### src/rtl/mmmr_pkg.sv
package mmmr_pkg;

   typedef enum logic [4:0] {
      ST_IDLE  = 5'b00001,
      ST_DIV   = 5'b00010,
      ST_STEP  = 5'b00100,
      ST_APPLY = 5'b01000,
      ST_DONE  = 5'b10000
   } state_type;

   // which quotient the divider is working on
   typedef enum logic [1:0] {
      DV_Q   = 2'b01,
      DV_CAP = 2'b10
   } div_sel_type;

endpackage

### src/rtl/min_modular_multiple_range_unit.sv
// each half step: zero test, divide for q, divide for cap, apply; a done state delivers
// a request needs up to about 2*WORD_BITS half steps (euclid-like reduction)
// throughput: one request at a time; the shared bit-serial divider sets the rate
// reset: synchronous, active high; clears the sequencer and the result valid
module min_modular_multiple_range_unit #(
   parameter int WORD_BITS = 32
) (
   input  logic        clock,
   input  logic        reset,
   input  logic        req_valid,
   output logic        req_stall,
   input  logic [31:0] req_modulus,
   input  logic [31:0] req_multiplier,
   input  logic [31:0] req_span,
   output logic        rsp_valid,
   input  logic        rsp_stall,
   output logic [31:0] rsp_min_forward_rem,
   output logic [31:0] rsp_forward_index,
   output logic [31:0] rsp_min_backward_rem,
   output logic [31:0] rsp_backward_index,
   output logic        rsp_input_error
);
   import mmmr_pkg::*;

   localparam int W  = WORD_BITS;
   localparam int CW = $clog2(W + 1);

   state_type      state_ff, state_in;
   div_sel_type    sel_ff, sel_in;
   logic [W-1:0]   l_ff, l_in, r_ff, r_in, x_ff, x_in, y_ff, y_in, n_ff, n_in;
   logic           side_ff, side_in;   // 0: reduce r by l, 1: reduce l by r
   logic [W-1:0]   q_ff, q_in;
   // shared restoring divider
   logic [W-1:0]   dq_ff, dq_in, dd_ff, dd_in;
   logic [W:0]     rem_ff, rem_in;
   logic [CW-1:0]  cnt_ff, cnt_in;
   // product register for qeff times lesser
   logic [2*W-1:0] prod_ff, prod_in;
   logic           fin_ff, fin_in;
   logic           out_v_ff, out_v_in;
   logic [W-1:0]   o_l_ff, o_l_in, o_x_ff, o_x_in, o_r_ff, o_r_in, o_y_ff, o_y_in;
   logic           o_e_ff, o_e_in;

   logic [W-1:0]   m_w, a_w, n_w;
   logic [W:0]     trial;
   logic [W-1:0]   big, lesser, bigi, smalli, qeff;
   logic           capped;

   assign m_w = W'(req_modulus);
   assign a_w = W'(req_multiplier);
   assign n_w = W'(req_span);

   assign big    = side_ff ? l_ff : r_ff;
   assign lesser = side_ff ? r_ff : l_ff;
   assign bigi   = side_ff ? x_ff : y_ff;
   assign smalli = side_ff ? y_ff : x_ff;
   assign trial  = {rem_ff[W-1:0], dq_ff[W-1]} - {1'b0, dd_ff};
   assign capped = q_ff > dq_ff;   // dq_ff holds cap once the second division ends
   assign qeff   = capped ? dq_ff : q_ff;

   assign req_stall = (state_ff != ST_IDLE) || out_v_ff;
   assign rsp_valid = out_v_ff;
   assign rsp_min_forward_rem  = 32'(o_l_ff);
   assign rsp_forward_index    = 32'(o_x_ff);
   assign rsp_min_backward_rem = 32'(o_r_ff);
   assign rsp_backward_index   = 32'(o_y_ff);
   assign rsp_input_error      = o_e_ff;

   always_comb begin
      state_in = state_ff; sel_in = sel_ff;
      l_in = l_ff; r_in = r_ff; x_in = x_ff; y_in = y_ff; n_in = n_ff;
      side_in = side_ff; q_in = q_ff;
      dq_in = dq_ff; dd_in = dd_ff; rem_in = rem_ff; cnt_in = cnt_ff;
      prod_in = prod_ff; fin_in = fin_ff;
      out_v_in = out_v_ff && rsp_stall;
      o_l_in = o_l_ff; o_x_in = o_x_ff; o_r_in = o_r_ff; o_y_in = o_y_ff;
      o_e_in = o_e_ff;
      unique case (state_ff)
         ST_IDLE: begin
            if (req_valid && !req_stall) begin
               if (m_w == '0 || a_w >= m_w || n_w == '0) begin
                  o_l_in = '0; o_x_in = '0; o_r_in = '0; o_y_in = '0;
                  o_e_in = 1'b1; out_v_in = 1'b1;
               end else begin
                  l_in = a_w; r_in = m_w - a_w; x_in = W'(1); y_in = W'(1);
                  n_in = n_w; side_in = 1'b0;
                  state_in = ST_STEP;
               end
            end
         end
         ST_STEP: begin
            // zero test then launch q = big / lesser
            if (lesser == '0) begin
               if (side_ff) begin l_in = '0; x_in = y_ff; end
               else begin r_in = '0; y_in = x_ff; end
               state_in = ST_DONE;
            end else begin
               dq_in = big; dd_in = lesser; rem_in = '0; cnt_in = CW'(W);
               sel_in = DV_Q; state_in = ST_DIV;
            end
         end
         ST_DIV: begin
            if (cnt_ff != '0) begin
               cnt_in = cnt_ff - CW'(1);
               if (!trial[W]) begin
                  rem_in = {1'b0, trial[W-1:0]};
                  dq_in  = {dq_ff[W-2:0], 1'b1};
               end else begin
                  rem_in = {rem_ff[W-1:0], dq_ff[W-1]};
                  dq_in  = {dq_ff[W-2:0], 1'b0};
               end
            end else if (sel_ff == DV_Q) begin
               // cap = (n - bigi) / smalli
               q_in = dq_ff;
               dq_in = n_ff - bigi; dd_in = smalli; rem_in = '0;
               cnt_in = CW'(W); sel_in = DV_CAP;
            end else begin
               prod_in = {{W{1'b0}}, qeff} * {{W{1'b0}}, lesser};
               fin_in = capped;
               q_in = qeff;
               state_in = ST_APPLY;
            end
         end
         ST_APPLY: begin
            if (side_ff) begin
               l_in = l_ff - prod_ff[W-1:0];
               x_in = x_ff + W'({{W{1'b0}}, q_ff} * {{W{1'b0}}, y_ff});
            end else begin
               r_in = r_ff - prod_ff[W-1:0];
               y_in = y_ff + W'({{W{1'b0}}, q_ff} * {{W{1'b0}}, x_ff});
            end
            side_in = !side_ff;
            state_in = fin_ff ? ST_DONE : ST_STEP;
         end
         ST_DONE: begin
            o_l_in = l_ff; o_x_in = x_ff; o_r_in = r_ff; o_y_in = y_ff;
            o_e_in = 1'b0; out_v_in = 1'b1;
            state_in = ST_IDLE;
         end
         default: state_in = ST_IDLE;
      endcase
   end

   always_ff @(posedge clock) begin
      if (reset) begin
         state_ff <= ST_IDLE;
         out_v_ff <= 1'b0;
         sel_ff   <= DV_Q;
      end else begin
         state_ff <= state_in;
         out_v_ff <= out_v_in;
         sel_ff   <= sel_in;
      end
      l_ff <= l_in; r_ff <= r_in; x_ff <= x_in; y_ff <= y_in; n_ff <= n_in;
      side_ff <= side_in; q_ff <= q_in;
      dq_ff <= dq_in; dd_ff <= dd_in; rem_ff <= rem_in; cnt_ff <= cnt_in;
      prod_ff <= prod_in; fin_ff <= fin_in;
      o_l_ff <= o_l_in; o_x_ff <= o_x_in; o_r_ff <= o_r_in; o_y_ff <= o_y_in;
      o_e_ff <= o_e_in;
   end

endmodule

### config.mk
export PLATFORM = sky130hd
export DESIGN_NAME = min_modular_multiple_range_unit
export DESIGN_NICKNAME = d
export VERILOG_FILES = /design/src/rtl/mmmr_pkg.sv /design/src/rtl/min_modular_multiple_range_unit.sv
export SDC_FILE = /design/constraint.sdc
export NUM_CORES = 2
export LEC_CHECK = 0
export ABC_AREA = 1
export BUFFER_PORTS_ARGS = -buffer_cell sky130_fd_sc_hd__buf_2
export CAP_MARGIN = 0
export CORE_MARGIN = 2
export CORE_UTILIZATION = 56
export DETAILED_ROUTE_END_ITERATION = 16
export PLACE_DENSITY = 0.76
export SKIP_CTS_REPAIR_TIMING = 1
export SLEW_MARGIN = 20
export SYNTH_ARGS = -nofsm -noshare
export SYNTH_HDL_FRONTEND = slang
export SYNTH_SLANG_ARGS = --single-unit
### constraint.sdc
create_clock -name clock -period 7.85 [get_ports clock]
set_clock_uncertainty 0.2 [all_clocks]
set_input_delay 1.1775 -clock clock [delete_from_list [all_inputs] [get_ports clock]]
set_output_delay 1.1775 -clock clock [all_outputs]
set_load 0.05 [all_outputs]
==> metrics.txt <==
dominant delay contributor by cell family on the critical path adder cells; max_cap viols 0; number of design rule violations left after detail routing 0; Pre-Repair DR Iteration Count 8; Detailed Route Iter0 Violations 6953; flip-flop and latch count after synthesis 465; routed vias/inst 5.78; end point of the worst hold path rsp_valid; Nets 11.8k; Hold Path Stages 2; FP Rows about 140; Yosys warning count 0; initial antenna violation count 16; worst min-delay path startpoint rsp_valid; sequential element share of the synthesized area 18.2%; data arrival time of the worst path about 8.7 ns; clock latency of the later-clocked register in the worst-skew pair approximately 0.74 ns; Max H-tree Level 2; Port Buffer Count 230; kind of end point of the critical path register; drt wl/cell around 25 µm; data required time at the worst endpoint 8.11 ns; Clock Path Buffers 3; Worst path slowest cell sky130_fd_sc_hd__fa_1; core utilization of the finished layout 65.5%; Sum Neg Setup Slack -5.14 ns; slew of the pin with the lowest slew margin 1.34 ns; Worst-path clk slew 0.07 ns; Place WS -0.805 ns; total wirelength of the detailed-routed design 291000 µm; gpl congestion 1.08; count of pins over their slew limit 0; failing checks negative setup slack; Root Buffer Master sky130_fd_sc_hd__clkbuf_16; delay contributed by the slowest stage of the critical path 0.55 ns; wire length of the first global-routing pass roughly 430000 µm; Primary FF master, synth sky130_fd_sc_hd__edfxtp_1; cell types occupying the most area after synthesis sky130_fd_sc_hd__fa_1 (34%), sky130_fd_sc_hd__edfxtp_1 (18%), sky130_fd_sc_hd__nand2_1 (11%); Worst Setup Start Kind register; die width 373 µm; post-DP HPWL approximately 230000 µm; outcome complete, but fails checks; most frequent standard cell in the layout excluding fill and tap cells sky130_fd_sc_hd__nand2_1; worst setup path class register to register; number of standard cells in the final layout excluding fillers 11.7k; capture point of the worst reg-to-reg path prod_ff[31]; depth of the most critical reg-to-reg path 37; area added between synthesis and finish 16.2%; share of the clock period used by the worst path 107%; setup repair after global routing missed its margin true; Fin. Hold Viols 0; critical path depth in cells 37; Crit path buffers/inverters 10; Post-Synthesis Mean Instance Area between 8 and 9 µm²; DRT antenna net count 0; number of clock sinks 465; gr usage total a little over two fifths; dominant cell type by area after synthesis sky130_fd_sc_hd__fa_1; starting density of the core 56.4%; floorplan core area 135000 µm²; EDFF count, synth 457; leftover overflow at the end of global routing 0; type of the most critical hold path register to register; fraction of final layout cells sized beyond drive strength 1 14.6%; largest net degree at the start of global routing 123; highest-count cells in the layout ignoring fill and taps sky130_fd_sc_hd__nand2_1 (2090), sky130_fd_sc_hd__inv_1 (2013), sky130_fd_sc_hd__fa_1 (1260), sky130_fd_sc_hd__buf_4 (624), sky130_fd_sc_hd__nor2_1 (601); Min Clock Period, post-route roughly 8.4 ns; Max Fanout on Critical Path 8; post-synthesis cell area 76300 µm²; TritonCTS clock tree done; peak clock frequency supported by timing 119 MHz; setup violators final 15; synthesized netlist net count ~11k; number of cells in the design after placement 11.5k; die area 139000 µm²; count of boundary I/O pins 231; number of global-route vias before repair 69.6k; relative slew slack 10.1%; setup slack of the most critical reg-to-reg path -0.55 ns; library cells used by synthesis 61; share of flip-flops with an asynchronous set or reset 0%; most used cell, CP sky130_fd_sc_hd__fa_1; Gate Count Post-Synth 9173; die outline height 373 µm; beginning of the worst register-to-register path q_ff[9]; worst-case setup margin in the final layout -0.554 ns; share of Yosys cell area claimed by the top area cell type 33.8%; routed via count 67.4k; number of clock buffers inserted by TritonCTS 58
## stage by stage
| step | instance area (µm²) | hold slack, ns |
|---|---|---|
| final | 88700 | 0.303 |
| after global placement | 84000 | 0.289 |
| after global routing | 88700 | 0.349 |
| after CTS | 86100 | 0.309 |
| after floorplan | 76400 | 0.238 |
| after detailed placement | 84000 | 0.296 |
## Yosys cell counts (127+ instances only)
cell type,count
sky130_fd_sc_hd__nand2_1,2150
sky130_fd_sc_hd__inv_1,2044
sky130_fd_sc_hd__fa_1,1289
sky130_fd_sc_hd__nor2_1,654
sky130_fd_sc_hd__ha_1,562
sky130_fd_sc_hd__edfxtp_1,457
sky130_fd_sc_hd__o21ai_0,388
sky130_fd_sc_hd__a21oi_1,349
sky130_fd_sc_hd__clkbuf_1,297
sky130_fd_sc_hd__nand3_1,165
sky130_fd_sc_hd__xnor2_1,136
sky130_fd_sc_hd__xor2_1,127
## cell families (layout without fill, tap and decap cells)
group	after synthesis	count (layout)	synth area share (%)
xor gates and xnor gates	263	263	3.02
AOI/OAI and AO/OA	1009	1009	7.39
other	0	4	0
adders and majority gates	1851	1851	43.0
DFF	465	465	18.2
buffers and inverters	2464	3164	12.2
and+or+nand+nor	3121	3123	16.2
## how the worst max path moves through the flow
stage / startpoint / slack (ns) / endpoint
final: q_ff[9] / -0.55 / prod_ff[31]
after global routing: dq_ff[30] / -0.83 / prod_ff[31]
after CTS: q_ff[5] / -0.91 / prod_ff[31]
after detailed placement: q_ff[5] / -0.80 / prod_ff[31]
after global placement: q_ff[8] / -0.75 / prod_ff[31]
after floorplan: q_ff[29] / 0.007 / prod_ff[29]
## final cells by class
class | count | area, µm²
well taps | 1781 | 2230
clock buffers | 63 | 1480
inverters | 2081 | 7860
clock inverters | 47 | 579
flip-flops and latches | 465 | 13900
diodes | 4 | 10.0
repair inverters | 1 | 7.51
multi-input cells | 6246 | 54700
repair buffers | 972 | 7900
fillers | 11200 | 46600
## per-layer routing
layer,wire [µm],global-route usage (%),vias up,part of all wire (%)
li1,-,-,29200,-
met1,99300,49.7,33000,34
met2,130000,65.7,4129,45
met3,33400,10.1,1134,11
met4,27800,30.8,16,9.6
met5,104,0,-,0.036
## tightest hold or removal path, stage by stage (launching register included)
cell and delay [ns]:
sky130_fd_sc_hd__dfxtp_1 0.33, sky130_fd_sc_hd__a21oi_1 0.07, sky130_fd_sc_hd__nor2_1 0.07
Power is not shown: default switching activity piles up to over one toggle a cycle in this logic, so the estimate is an artifact.
